--- src/design/assert_macros.svh ---
// Assertion macros shared by the cell allocator RTL.
`ifndef ASSERT_MACROS_SVH
`define ASSERT_MACROS_SVH
`ifndef SYNTH
// Same-cycle implication, checked at every rising edge outside reset.
`define FCFLA_ASSERT_IMPL(lbl, clk, rstn, ante, cons) \
    lbl: assert property (@(posedge clk) disable iff (!(rstn)) (ante) |-> (cons)) \
        else $error("cell allocator assertion failed");
// Next-cycle implication, checked at every rising edge outside reset.
`define FCFLA_ASSERT_NEXT(lbl, clk, rstn, ante, cons) \
    lbl: assert property (@(posedge clk) disable iff (!(rstn)) (ante) |=> (cons)) \
        else $error("cell allocator assertion failed");
`else
`define FCFLA_ASSERT_IMPL(lbl, clk, rstn, ante, cons)
`define FCFLA_ASSERT_NEXT(lbl, clk, rstn, ante, cons)
`endif
`endif

--- src/design/fcfla_pkg.sv ---
// Shared constants, codes and controller/datapath structs of the cell allocator.
package fcfla_pkg;

    localparam int MAX_CELLS      = 1024;
    localparam int ALIGN_BYTES    = 8;
    localparam int MIN_CELL_BYTES = 4;

    localparam int IDX_W      = $clog2(MAX_CELLS);
    localparam int CNT_W      = IDX_W + 1;
    localparam int ADDR_W     = 32;
    localparam int CELL_W     = 16;
    localparam int DVD_W      = IDX_W + CELL_W;
    localparam int SPAN_W     = CNT_W + CELL_W;
    localparam int CMP_W      = (SPAN_W > ADDR_W) ? SPAN_W : ADDR_W;
    localparam int STEP_W     = $clog2(IDX_W + 1);
    localparam int ACT_W      = 2;
    localparam int ST_W       = 2;
    localparam int CFG_IDX_W  = 2;
    localparam int CFG_DATA_W = 32;

    // stream payload layout, lowest field first
    localparam int S_ACT_LSB     = 0;
    localparam int S_ADDR_LSB    = S_ACT_LSB + ACT_W;
    localparam int S_TDATA_W     = ((ACT_W + ADDR_W + 7) / 8) * 8;
    localparam int M_ST_LSB      = 0;
    localparam int M_ADDR_LSB    = M_ST_LSB + ST_W;
    localparam int M_FREE_LSB    = M_ADDR_LSB + ADDR_W;
    localparam int M_TOTAL_LSB   = M_FREE_LSB + CNT_W;
    localparam int M_TDATA_W     = ((ST_W + ADDR_W + 2 * CNT_W + 7) / 8) * 8;

    localparam logic [CNT_W-1:0] NIL_INDEX = CNT_W'(MAX_CELLS);

    localparam logic [ACT_W-1:0] ACT_INIT  = ACT_W'(0);
    localparam logic [ACT_W-1:0] ACT_ALLOC = ACT_W'(1);
    localparam logic [ACT_W-1:0] ACT_FREE  = ACT_W'(2);

    localparam logic [CFG_IDX_W-1:0] CFG_BASE = CFG_IDX_W'(0);
    localparam logic [CFG_IDX_W-1:0] CFG_POOL = CFG_IDX_W'(1);
    localparam logic [CFG_IDX_W-1:0] CFG_CELL = CFG_IDX_W'(2);

    typedef enum logic [ST_W-1:0] {
        ST_OK       = 2'd0,
        ST_BAD_SIZE = 2'd1,
        ST_NO_MEM   = 2'd2,
        ST_BAD_ADDR = 2'd3
    } status_t;

    typedef struct packed {
        logic    accept;
        logic    status_load;
        status_t status_code;
        logic    div_start;
        logic    div_free;
        logic    pool_load;
        logic    pool_full;
        logic    link_write;
        logic    link_done;
        logic    alloc_pop;
        logic    free_push;
        logic    out_load;
    } dp_cmd_t;

    typedef struct packed {
        logic [ACT_W-1:0] in_action;
        logic             size_ok;
        logic             pool_big;
        logic             div_done;
        logic             quot_zero;
        logic             rem_zero;
        logic             head_nil;
        logic             addr_bad;
        logic             link_last;
    } dp_stat_t;

endpackage

--- src/design/fcfla_ctrl.sv ---
// Controller: sequences init, alloc and free requests and owns both handshakes.
module fcfla_ctrl import fcfla_pkg::*; (
    input  logic     aclk,
    input  logic     aresetn,
    input  logic     s_tvalid,
    output logic     s_tready,
    output logic     m_tvalid,
    input  logic     m_tready,
    input  dp_stat_t stat,
    output dp_cmd_t  cmd
);

    typedef enum logic [3:0] {
        S_IDLE,
        S_INIT_CHK,
        S_INIT_DIV,
        S_INIT_LINK,
        S_ALLOC,
        S_ALLOC_POP,
        S_FREE_CHK,
        S_FREE_DIV,
        S_FINISH
    } state_t;

    state_t state_reg;
    state_t state_next;
    logic   out_valid_reg;
    logic   out_valid_next;

    always_comb begin
        state_next     = state_reg;
        out_valid_next = out_valid_reg && !m_tready;
        cmd            = '0;
        unique case (state_reg)
            S_IDLE: begin
                if (s_tvalid) begin
                    cmd.accept = 1'b1;
                    unique case (stat.in_action)
                        ACT_INIT:  state_next = S_INIT_CHK;
                        ACT_ALLOC: state_next = S_ALLOC;
                        ACT_FREE:  state_next = S_FREE_CHK;
                        default:   state_next = S_FINISH;
                    endcase
                end
            end
            S_INIT_CHK: begin
                if (!stat.size_ok) begin
                    cmd.status_load = 1'b1;
                    cmd.status_code = ST_BAD_SIZE;
                    state_next      = S_FINISH;
                end else if (stat.pool_big) begin
                    cmd.pool_load = 1'b1;
                    cmd.pool_full = 1'b1;
                    state_next    = S_INIT_LINK;
                end else begin
                    cmd.div_start = 1'b1;
                    state_next    = S_INIT_DIV;
                end
            end
            S_INIT_DIV: begin
                if (stat.div_done) begin
                    if (stat.quot_zero) begin
                        cmd.status_load = 1'b1;
                        cmd.status_code = ST_BAD_SIZE;
                        state_next      = S_FINISH;
                    end else begin
                        cmd.pool_load = 1'b1;
                        state_next    = S_INIT_LINK;
                    end
                end
            end
            S_INIT_LINK: begin
                // one link entry per cycle, then point the head at cell zero
                cmd.link_write = 1'b1;
                if (stat.link_last) begin
                    cmd.link_done = 1'b1;
                    state_next    = S_FINISH;
                end
            end
            S_ALLOC: begin
                if (stat.head_nil) begin
                    cmd.status_load = 1'b1;
                    cmd.status_code = ST_NO_MEM;
                    state_next      = S_FINISH;
                end else begin
                    state_next = S_ALLOC_POP;
                end
            end
            S_ALLOC_POP: begin
                cmd.alloc_pop = 1'b1;
                state_next    = S_FINISH;
            end
            S_FREE_CHK: begin
                if (stat.addr_bad) begin
                    cmd.status_load = 1'b1;
                    cmd.status_code = ST_BAD_ADDR;
                    state_next      = S_FINISH;
                end else begin
                    cmd.div_start = 1'b1;
                    cmd.div_free  = 1'b1;
                    state_next    = S_FREE_DIV;
                end
            end
            S_FREE_DIV: begin
                if (stat.div_done) begin
                    if (!stat.rem_zero) begin
                        cmd.status_load = 1'b1;
                        cmd.status_code = ST_BAD_ADDR;
                    end else begin
                        cmd.free_push = 1'b1;
                    end
                    state_next = S_FINISH;
                end
            end
            S_FINISH: begin
                // hold until the output register is free
                if (!out_valid_reg || m_tready) begin
                    cmd.out_load   = 1'b1;
                    out_valid_next = 1'b1;
                    state_next     = S_IDLE;
                end
            end
            default: state_next = S_IDLE;
        endcase
    end

    always_ff @(posedge aclk) begin
        if (!aresetn) begin
            state_reg     <= S_IDLE;
            out_valid_reg <= 1'b0;
        end else begin
            state_reg     <= state_next;
            out_valid_reg <= out_valid_next;
        end
    end

    assign s_tready = state_reg == S_IDLE;
    assign m_tvalid = out_valid_reg;

endmodule

--- config.mk ---
export PLATFORM = sky130hd
export DESIGN_NAME = fcfla_ctrl
export DESIGN_NICKNAME = d
export VERILOG_FILES = /design/src/design/assert_macros.svh /design/src/design/fcfla_pkg.sv /design/src/design/fcfla_ctrl.sv
export SDC_FILE = /design/constraint.sdc
export NUM_CORES = 1
export LEC_CHECK = 0
export ABC_AREA = 1
export ABC_CLOCK_PERIOD_IN_PS = 1380
export BUFFER_PORTS_ARGS = -buffer_cell sky130_fd_sc_hd__buf_2
export CAP_MARGIN = 30
export CORE_UTILIZATION = 30
export CTS_CLUSTER_SIZE = 12
export DETAILED_ROUTE_END_ITERATION = 8
export GPL_TIMING_DRIVEN = 1
export PLACE_DENSITY = 0.62
export SETUP_SLACK_MARGIN = 0.02
export SLEW_MARGIN = 20
export SYNTH_ARGS = -nofsm -noshare
export SYNTH_HDL_FRONTEND = slang
export SYNTH_SLANG_ARGS = --single-unit
export TNS_END_PERCENT = 50
--- constraint.sdc ---
create_clock -name aclk -period 1.38 [get_ports aclk]
set_input_delay 0.138 -clock aclk [delete_from_list [all_inputs] [get_ports aclk]]
set_output_delay 0.138 -clock aclk [all_outputs]
set_load 0.01 [all_outputs]
* Word-level counts from Yosys, hierarchy flattened
Cells that the tools add are included.
** Word-level totals
- Logic and storage cells :: 67
- Output and inout port bits :: 15
- Register bits after elaboration :: 5
- Input port bits :: 14
** Cells by class
- Equal/unequal tests :: 15
- Mux-type cells :: 43
- Reduce and logical (&&, ||, !) cells :: 7
** Operators with widths (count)
- 4-bit 2-to-1 mux :: 9
- 4-bit one-hot mux with 9 select lines :: 1
- 3-bit 2-to-1 mux :: 7
- 1-bit 2-to-1 mux :: 18
- 4-bit by 3-bit equality test with 1-bit output, second input constant :: 4
- 3-bit one-hot mux with 5 select lines :: 1
- 4-bit one-hot mux with 3 select lines :: 1
- 2-bit != test, second input constant :: 5
- 4-bit by 2-bit equality test with 1-bit output, second input constant :: 2
- 2-bit 2-to-1 mux :: 4
- 5-bit AND reduction :: 1
- 4-bit by 1-bit equality test with 1-bit output, second input constant :: 1
- 4-bit equality test, second input constant :: 1
- 4-bit logical NOT :: 1
- 1-bit one-hot mux with 2 select lines :: 2
- 2-bit by 1-bit equality test with 1-bit output, second input constant :: 1
- 2-bit equality test, second input constant :: 1
- 1-bit logical NOT :: 2
- 2-bit logical NOT :: 1
- 1-bit logical AND :: 1
- 1-bit logical OR :: 1

* Logic depth before layout (Yosys ltp)
Gate-level depths: netlist of run 1.
- Depth in word-level cells :: 4
- Mapped depth :: 8
- Mapped depth without buffers :: 8

* Worst setup path after synthesis of run 1
OpenSTA, ideal clock, no wires.
- Path type :: register -> output
- From :: register state_reg[2]
- To :: output cmd[11] (netlist bit)
- Path buffers :: 0
- Data arrival time :: 1.040 ns
- Cell stages (with the launch flop) :: 9
- Slack :: 0.202 ns
- Required time :: 1.242 ns
- Cells stage by stage :: dfxtp_1 inv_1 nor2_2 nand2_2 inv_1 nand3_1 o21ai_0 inv_1 nand4_1
** RTL lines
- from (decl) :: RTL line fcfla_ctrl.sv:25 : state_t state_reg;
- from (signal assigned) :: RTL line fcfla_ctrl.sv:132 : state_reg <= state_next;
- to (decl) :: RTL line fcfla_ctrl.sv:10 : output dp_cmd_t cmd

==> results of run 1 <==
==> per-stage QoR <==
stage	hold slack (ns)	instances	setup WS (ns)
finish	0.1847	175	-0.01724
global route	0.2131	175	-0.1305
CTS	0.1789	173	-0.04807
detailed placement	0.4328	164	0.07589
global placement	0.4183	164	0.09242
floorplan	0.3219	108	0.2022
==> cells by family after synthesis <==
group	after synthesis	synth area share (%)
AO/OA/AOI/OAI	10	9.109
adder cells (fa/ha/maj)	3	6.212
buffers and inverters	28	18.63
flip-flops	5	16.56
AND/OR/NAND/NOR	62	49.48
==> worst reg2reg max path: cells and delay by family, from the launching register on <==
kind / cells / cell delay, ns
AOI/OAI and AO/OA: 2 / 0.29
DFF: 1 / 0.36
and+or+nand+nor: 3 / 0.24
buffers and inverters: 2 / 0.26
==> cell type report <==
class,instances,area [um2],area share [%]
tap,25,31.28,3.329
multi-input combinational,75,432.9,46.07
sequential,5,112.6,11.98
inverter,27,101.3,10.79
timing repair buffer,39,235.2,25.03
clock buffer,4,26.28,2.796
==> routing by layer <==
metal  wire, um  vias up
met1        743      344
met3         62        0
met4          0        0
li1           -      420
met5          0        -
met2        825       17
==> final timing paths <==
check	start	to	slack [ns]	cells after the start
worst max-delay path	state_reg[1]$_SDFFE_PN0P_	cmd[12]	-0.02	6
worst min-delay path	m_tready	m_tvalid$_SDFF_PN0_	0.18	4
worst max register to register	state_reg[3]$_SDFFE_PN0P_	state_reg[1]$_SDFFE_PN0P_	0.10	7
worst min register to register	state_reg[1]$_SDFFE_PN0P_	state_reg[1]$_SDFFE_PN0P_	0.55	2
==> power breakdown <==
group          leakage, uW  switching (uW)  internal, uW
logic             0.000508             439           378
clock network    0.0000150            58.6           109
registers        0.0000434            42.4           192
==> cells in the final DEF, fill, tap and decap left out, types with 4 or more instances in the layout <==
master | netlist | routed
nor2_1 | 8 | 8
nand3_1 | 15 | 12
buf_4 | 0 | 10
a21oi_1 | 5 | 4
nor2_2 | 6 | 4
inv_1 | 26 | 23
inv_2 | 1 | 4
nand2_1 | 24 | 24
buf_2 | 0 | 28
==> timing repair <==
item | 4_1_cts | 5_1_grt
gates resized for setup | 14 | 6
pin swaps | 2 | 3
setup endpoints to repair | 10 | 14
setup buffers | 5 | 2
==> metrics.cfg, run 1 <==
[floorplan]
dieArea_mm2 = 0.002198
rows = 15
initial_core_util_pct = 33.54
die_h_um = 46.88
ios = 29
die_w_um = 46.88
coreArea_mm2 = 0.001802

[global_routing]
grt.total_usage_pct = 15.37
use_met2_pct = 27.78
grt_pass1_vias = 644
use_met3_pct = 2.308
grt_pass1_wl_mm = 2.497
grt_overflow = 0
grt-busiest-layer = met2
grt_max_degree = 13
gr-usage-met1_pct = 19.82
antenna_found_initial = 0

[power_and_ir_drop]
power.density_mw_per_mm2 = 1298
irDropWorstVdd_v = 0.0005538
leakage_uw = 0.0005667
power_uw = 1219

[setup_path]
cp-start-kind = flip-flop
path_delay_family = flip-flops
arrival_ns = 1.26
path_class = flip-flop to primary output
critical_path.max_stage_delay_ns = 0.36
endpoint_kind = primary output
cp_num_buf_inv = 3
crit_path_max_fanout = 5
worst_path_max_delay_cell = dfxtp_4
crit_required_ns = 1.24
crit_path_cell_trace = nor2_2, buf_4, and2_2, inv_1, nor2_1, buf_2

[yosys]
synth_edf_count = 0
synthTopCellsByArea = dfxtp_1 (17%), inv_1 (16%), nand2_1 (15%), nand3_1 (12%), ha_1 (6.2%)
async_flop_share_pct = 0
ys_seq_elements = 5
synth.distinct_cells = 20
synth_ff_type = dfxtp_1
avgSynthCellArea_um2 = 5.596
yosysMostFrequentCell = inv_1
synth.top_cell.area_share_pct = 16.56
netlist_top_cells_count = inv_1 (26), nand2_1 (24), nand3_1 (15)
seq_area_frac_synth_pct = 16.56
synth_nets = 125
yosys_warnings = 0
postSynthCellCount = 108
synth_area_um2 = 604.3
yosysTopAreaCell = dfxtp_1

[clock_tree]
cts-htree-levels = 1
cts_buffer_depth = 2
clock_sinks = 5
cts_buffers = 3
clk_pin_slew_ns = 0.04
cts_tree = yes
insertion_delay_ns = 0.24
cts_root_buffer = clkbuf_4
hold_buffers = 0

[drt]
viasPerCell = 4.463
drcViolationCount = 0
finalWirelength_mm = 1.630
dr.pass1.iters = 4
routedWlPerCell_um = 9.314
ant_nets = 0
drt_iter0_drc = 25
vias = 781

[timing]
post-route-period-util_pct = 101.2
max_freq_mhz = 715.7
rsz0062_at_grt = true
max-slew-margin-rel_pct = 86.34
setup_viol = 3
setup_ws_ns = -0.01724
fin_crit_ns = 1.397
clock_skew_ns = 0.003636
setup_tns_ns = -0.04840
maxSlewViolCount = 0
tightest_slew_ns = 0.2027
finalHoldViolCount = 0

[layout]
num_antenna_cells = 0
drive_above_1_share_pct = 44.00
largest_reg_flops = 4
utilization_pct = 52.15
nets = 168
final_area_um2 = 939.7
syn_to_final_growth_pct = 55.49
fillers = 195

[run_status]
violations = setup timing
status = finished, violations left

[placed_design]
place_congestion = 0.8000
place_area_um2 = 807.0
dp_hpwl_mm = 1.239
io_buffers = 28

[flow_run]
maxCapViolations = 0

[worst_hold_path]
hold_path.class = primary input to flip-flop

Power figures use the tool's default switching activity.
==> run 2, diff against run 1 <==
--- a/config.mk
+++ b/config.mk
@@ -5,7 +5,6 @@
 export SDC_FILE = /design/constraint.sdc
 export NUM_CORES = 1
 export LEC_CHECK = 0
-export ABC_AREA = 1
 export ABC_CLOCK_PERIOD_IN_PS = 1380
 export BUFFER_PORTS_ARGS = -buffer_cell sky130_fd_sc_hd__buf_2
 export CAP_MARGIN = 30
@@ -13,9 +12,8 @@
 export CTS_CLUSTER_SIZE = 12
 export DETAILED_ROUTE_END_ITERATION = 8
 export GPL_TIMING_DRIVEN = 1
-export PLACE_DENSITY = 0.62
+export PLACE_DENSITY = 0.6
 export SETUP_SLACK_MARGIN = 0.02
-export SLEW_MARGIN = 20
 export SYNTH_ARGS = -nofsm -noshare
 export SYNTH_HDL_FRONTEND = slang
 export SYNTH_SLANG_ARGS = --single-unit
==> metrics.cfg, run 2 <==
[run_status]
status = finished, violations left
violations = DRC, setup timing

[global_routing]
grt.total_usage_pct = 19.10  ; +3.7 points
grt_overflow = 0  ; unchanged
grt_pass1_wl_mm = 3.712  ; +49%
grt_max_degree = 12  ; -1
antenna_found_initial = 0  ; unchanged
grt_pass1_vias = 804  ; +25%

[drt]
drt_iter0_drc = 16  ; -36%
drcViolationCount = 1  ; +1
viasPerCell = 5.179  ; +16%
vias = 870  ; +11%
dr.pass1.iters = 7  ; +3
finalWirelength_mm = 2.388  ; +47%
routedWlPerCell_um = 14.21  ; +53%
ant_nets = 0  ; unchanged

[floorplan]
die_h_um = 50.11  ; +6.9%
initial_core_util_pct = 31.70  ; -1.8 points
ios = 29  ; unchanged
dieArea_mm2 = 0.002511  ; +14%
die_w_um = 50.11  ; +6.9%
rows = 17  ; +2
coreArea_mm2 = 0.002191  ; +22%

[setup_path]
r2r_start = state_reg[1]$_SDFFE_PN0P_
cp-startpoint = state_reg[3]$_SDFFE_PN0P_
endpoint_kind = primary output
path_class = flip-flop to primary output
crit_path_max_fanout = 8  ; +3
crit_required_ns = 1.24  ; about the same
cp-start-kind = flip-flop
arrival_ns = 1.54  ; +0.28 ns

[placed_design]
dp_hpwl_mm = 1.698  ; +37%
io_buffers = 28  ; unchanged
place_area_um2 = 998.5  ; +24%
place_congestion = 0.8409  ; +5.1%

[timing]
rsz0062_at_grt = true
setup_viol = 14  ; +11
max_freq_mhz = 597.5  ; -17%
tightest_slew_ns = 0.3346  ; +0.1319 ns
finalHoldViolCount = 0  ; unchanged
clock_skew_ns = 0.009051  ; +0.005415 ns
post-route-period-util_pct = 121.3  ; +20 points
max-slew-margin-rel_pct = 77.70  ; -8.6 points
fin_crit_ns = 1.674  ; +0.2765 ns
setup_ws_ns = -0.2937  ; -0.2765 ns
maxSlewViolCount = 0  ; unchanged

[layout]
drive_above_1_share_pct = 54.29  ; +10 points
nets = 158  ; -6.0%
syn_to_final_growth_pct = 59.28
num_antenna_cells = 0  ; unchanged
largest_reg_flops = 4  ; unchanged
final_area_mm2 = 0.001106  ; +18%
layout_commonest_cell = buf_2
layout_common_cells = buf_2 (27), buf_4 (23), inv_1 (9), nor2_1 (7)

[power_and_ir_drop]
p_int_uw = 1086  ; +60%
power_uw = 1970  ; +62%
leakage_uw = 0.0005708  ; +0.73%
power.switching_uw = 883.8  ; +64%
power.density_mw_per_mm2 = 1781  ; +37%
pwr-share-seq_pct = 17.5  ; -1.8 points
swShare_pct = 44.87  ; +0.60 points
irDropWorstVdd_v = 0.0006855  ; +24%
comb_power_share_pct = 73.3  ; +6.3 points
power.share.clock_pct = 9.2  ; -4.6 points

[clock_tree]
cts_buffer_depth = 2  ; unchanged
cts_tree = yes
insertion_delay_ns = 0.25  ; about the same
cts-htree-levels = 1  ; unchanged
clock_sinks = 5  ; unchanged
cts_root_buffer = clkbuf_4
cts_buffers = 3  ; unchanged
clk_pin_slew_ns = 0.05  ; about the same

[yosys]
synth.distinct_cells = 42  ; +110%
async_flop_share_pct = 0  ; unchanged
synth_edf_count = 0  ; unchanged
synth.top_cell.area_share_pct = 14.41  ; -2.1 points
postSynthCellCount = 90  ; -17%
synth_nets = 107  ; -14%
seq_area_frac_synth_pct = 14.41  ; -2.1 points
synth_area_um2 = 694.4  ; +15%
netlist_top_cells_count = nor2_1 (10), inv_1 (9), dfxtp_1 (5)
yosys_warnings = 0  ; unchanged
avgSynthCellArea_um2 = 7.716  ; +38%
yosysMostFrequentCell = nor2_1
yosysTopAreaCell = dfxtp_1
synthTopCellsByArea = dfxtp_1 (14%), ha_1 (5.4%), nor2_1 (5.4%), inv_1 (4.9%), buf_6 (4.9%)
ys_seq_elements = 5  ; unchanged
synth_ff_type = dfxtp_1

[flow_run]
maxCapViolations = 0  ; unchanged

[worst_hold_path]
hold_path.class = primary input to flip-flop
min-delay-start = aresetn

## run 2: stage by stage
stage	instances	hold slack, ns	worst slack (ns)	util (%)	setup TNS, ns
2_1_floorplan	90	0.3176	-0.02105	-	-0.02616
3_3_place_gp	160	0.4483	-0.1166	45.57	-0.4822
3_5_place_dp	160	0.4687	-0.1504	45.57	-0.5390
4_1_cts	167	0.2140	-0.2880	48.54	-2.106
5_1_grt	168	0.2303	-0.3702	50.49	-3.429
6_report	168	0.2097	-0.2937	50.49	-2.249
## run 2: metal layers
metal  global-route usage (%)  up-vias  wire length (um)
li1                         -      424                 -
met5                        0        -                 0
met2                    33.33       20              1172
met4                    2.857        0                 0
met3                    2.469        0                83
met1                    24.95      426              1132
## run 2: layout make-up
| class | count | area (um2) |
|---|---|---|
| Clock buffer | 4 | 26.28 |
| Fill cell | 216 | 1085 |
| Multi-Input combinational cell | 71 | 579.3 |
| Timing Repair Buffer | 51 | 319.1 |
| Tap cell | 28 | 35.03 |
| Inverter | 9 | 33.78 |
| Sequential cell | 5 | 112.6 |
## run 2: worst paths after layout
| check | end | slack [ns] | depth (start not counted) |
|---|---|---|---|
| max | cmd[11] | -0.29 | 5 |
| min | m_tvalid$_SDFF_PN0_ | 0.21 | 3 |
| max reg2reg | state_reg[0]$_SDFFE_PN0P_ | -0.18 | 7 |
| min reg2reg | state_reg[3]$_SDFFE_PN0P_ | 0.64 | 3 |
## run 2: kinds of logic after synthesis
| group | Yosys count | share of synthesized area (%) |
|---|---|---|
| and+or+nand+nor | 42 | 39.10 |
| AOI/OAI and AO/OA | 22 | 23.60 |
| buffers and inverters | 14 | 11.53 |
| DFF | 5 | 14.41 |
| muxes | 3 | 4.685 |
| adders and majority gates | 3 | 5.406 |
| xor gates and xnor gates | 1 | 1.261 |
## run 2: critical path, cell delays in order, from the launching register on
cell	delay [ns]
dfxtp_4	0.38
nand2b_1	0.17
or3_4	0.36
o221ai_4	0.15
a41o_1	0.11
buf_2	0.12
## run 2: power groups by stage
stage / Sequential [uW] / Clock, uW / Combinational [uW]
finish: 345 / 181 / 1440
global route: 350 / 191 / 1560
CTS: 323 / 177 / 1340
detailed placement: 320 / 0 / 1270
global placement: 313 / 0 / 1270
floorplan: 255 / 0 / 846
## run 2: repair_timing
action / CTS / global route
setup buffers: 3 / 1
hold buffers: 0 / 0
pin swaps: 1 / 0
setup endpoints to repair: 17 / 17
gates resized for setup: 6 / 7
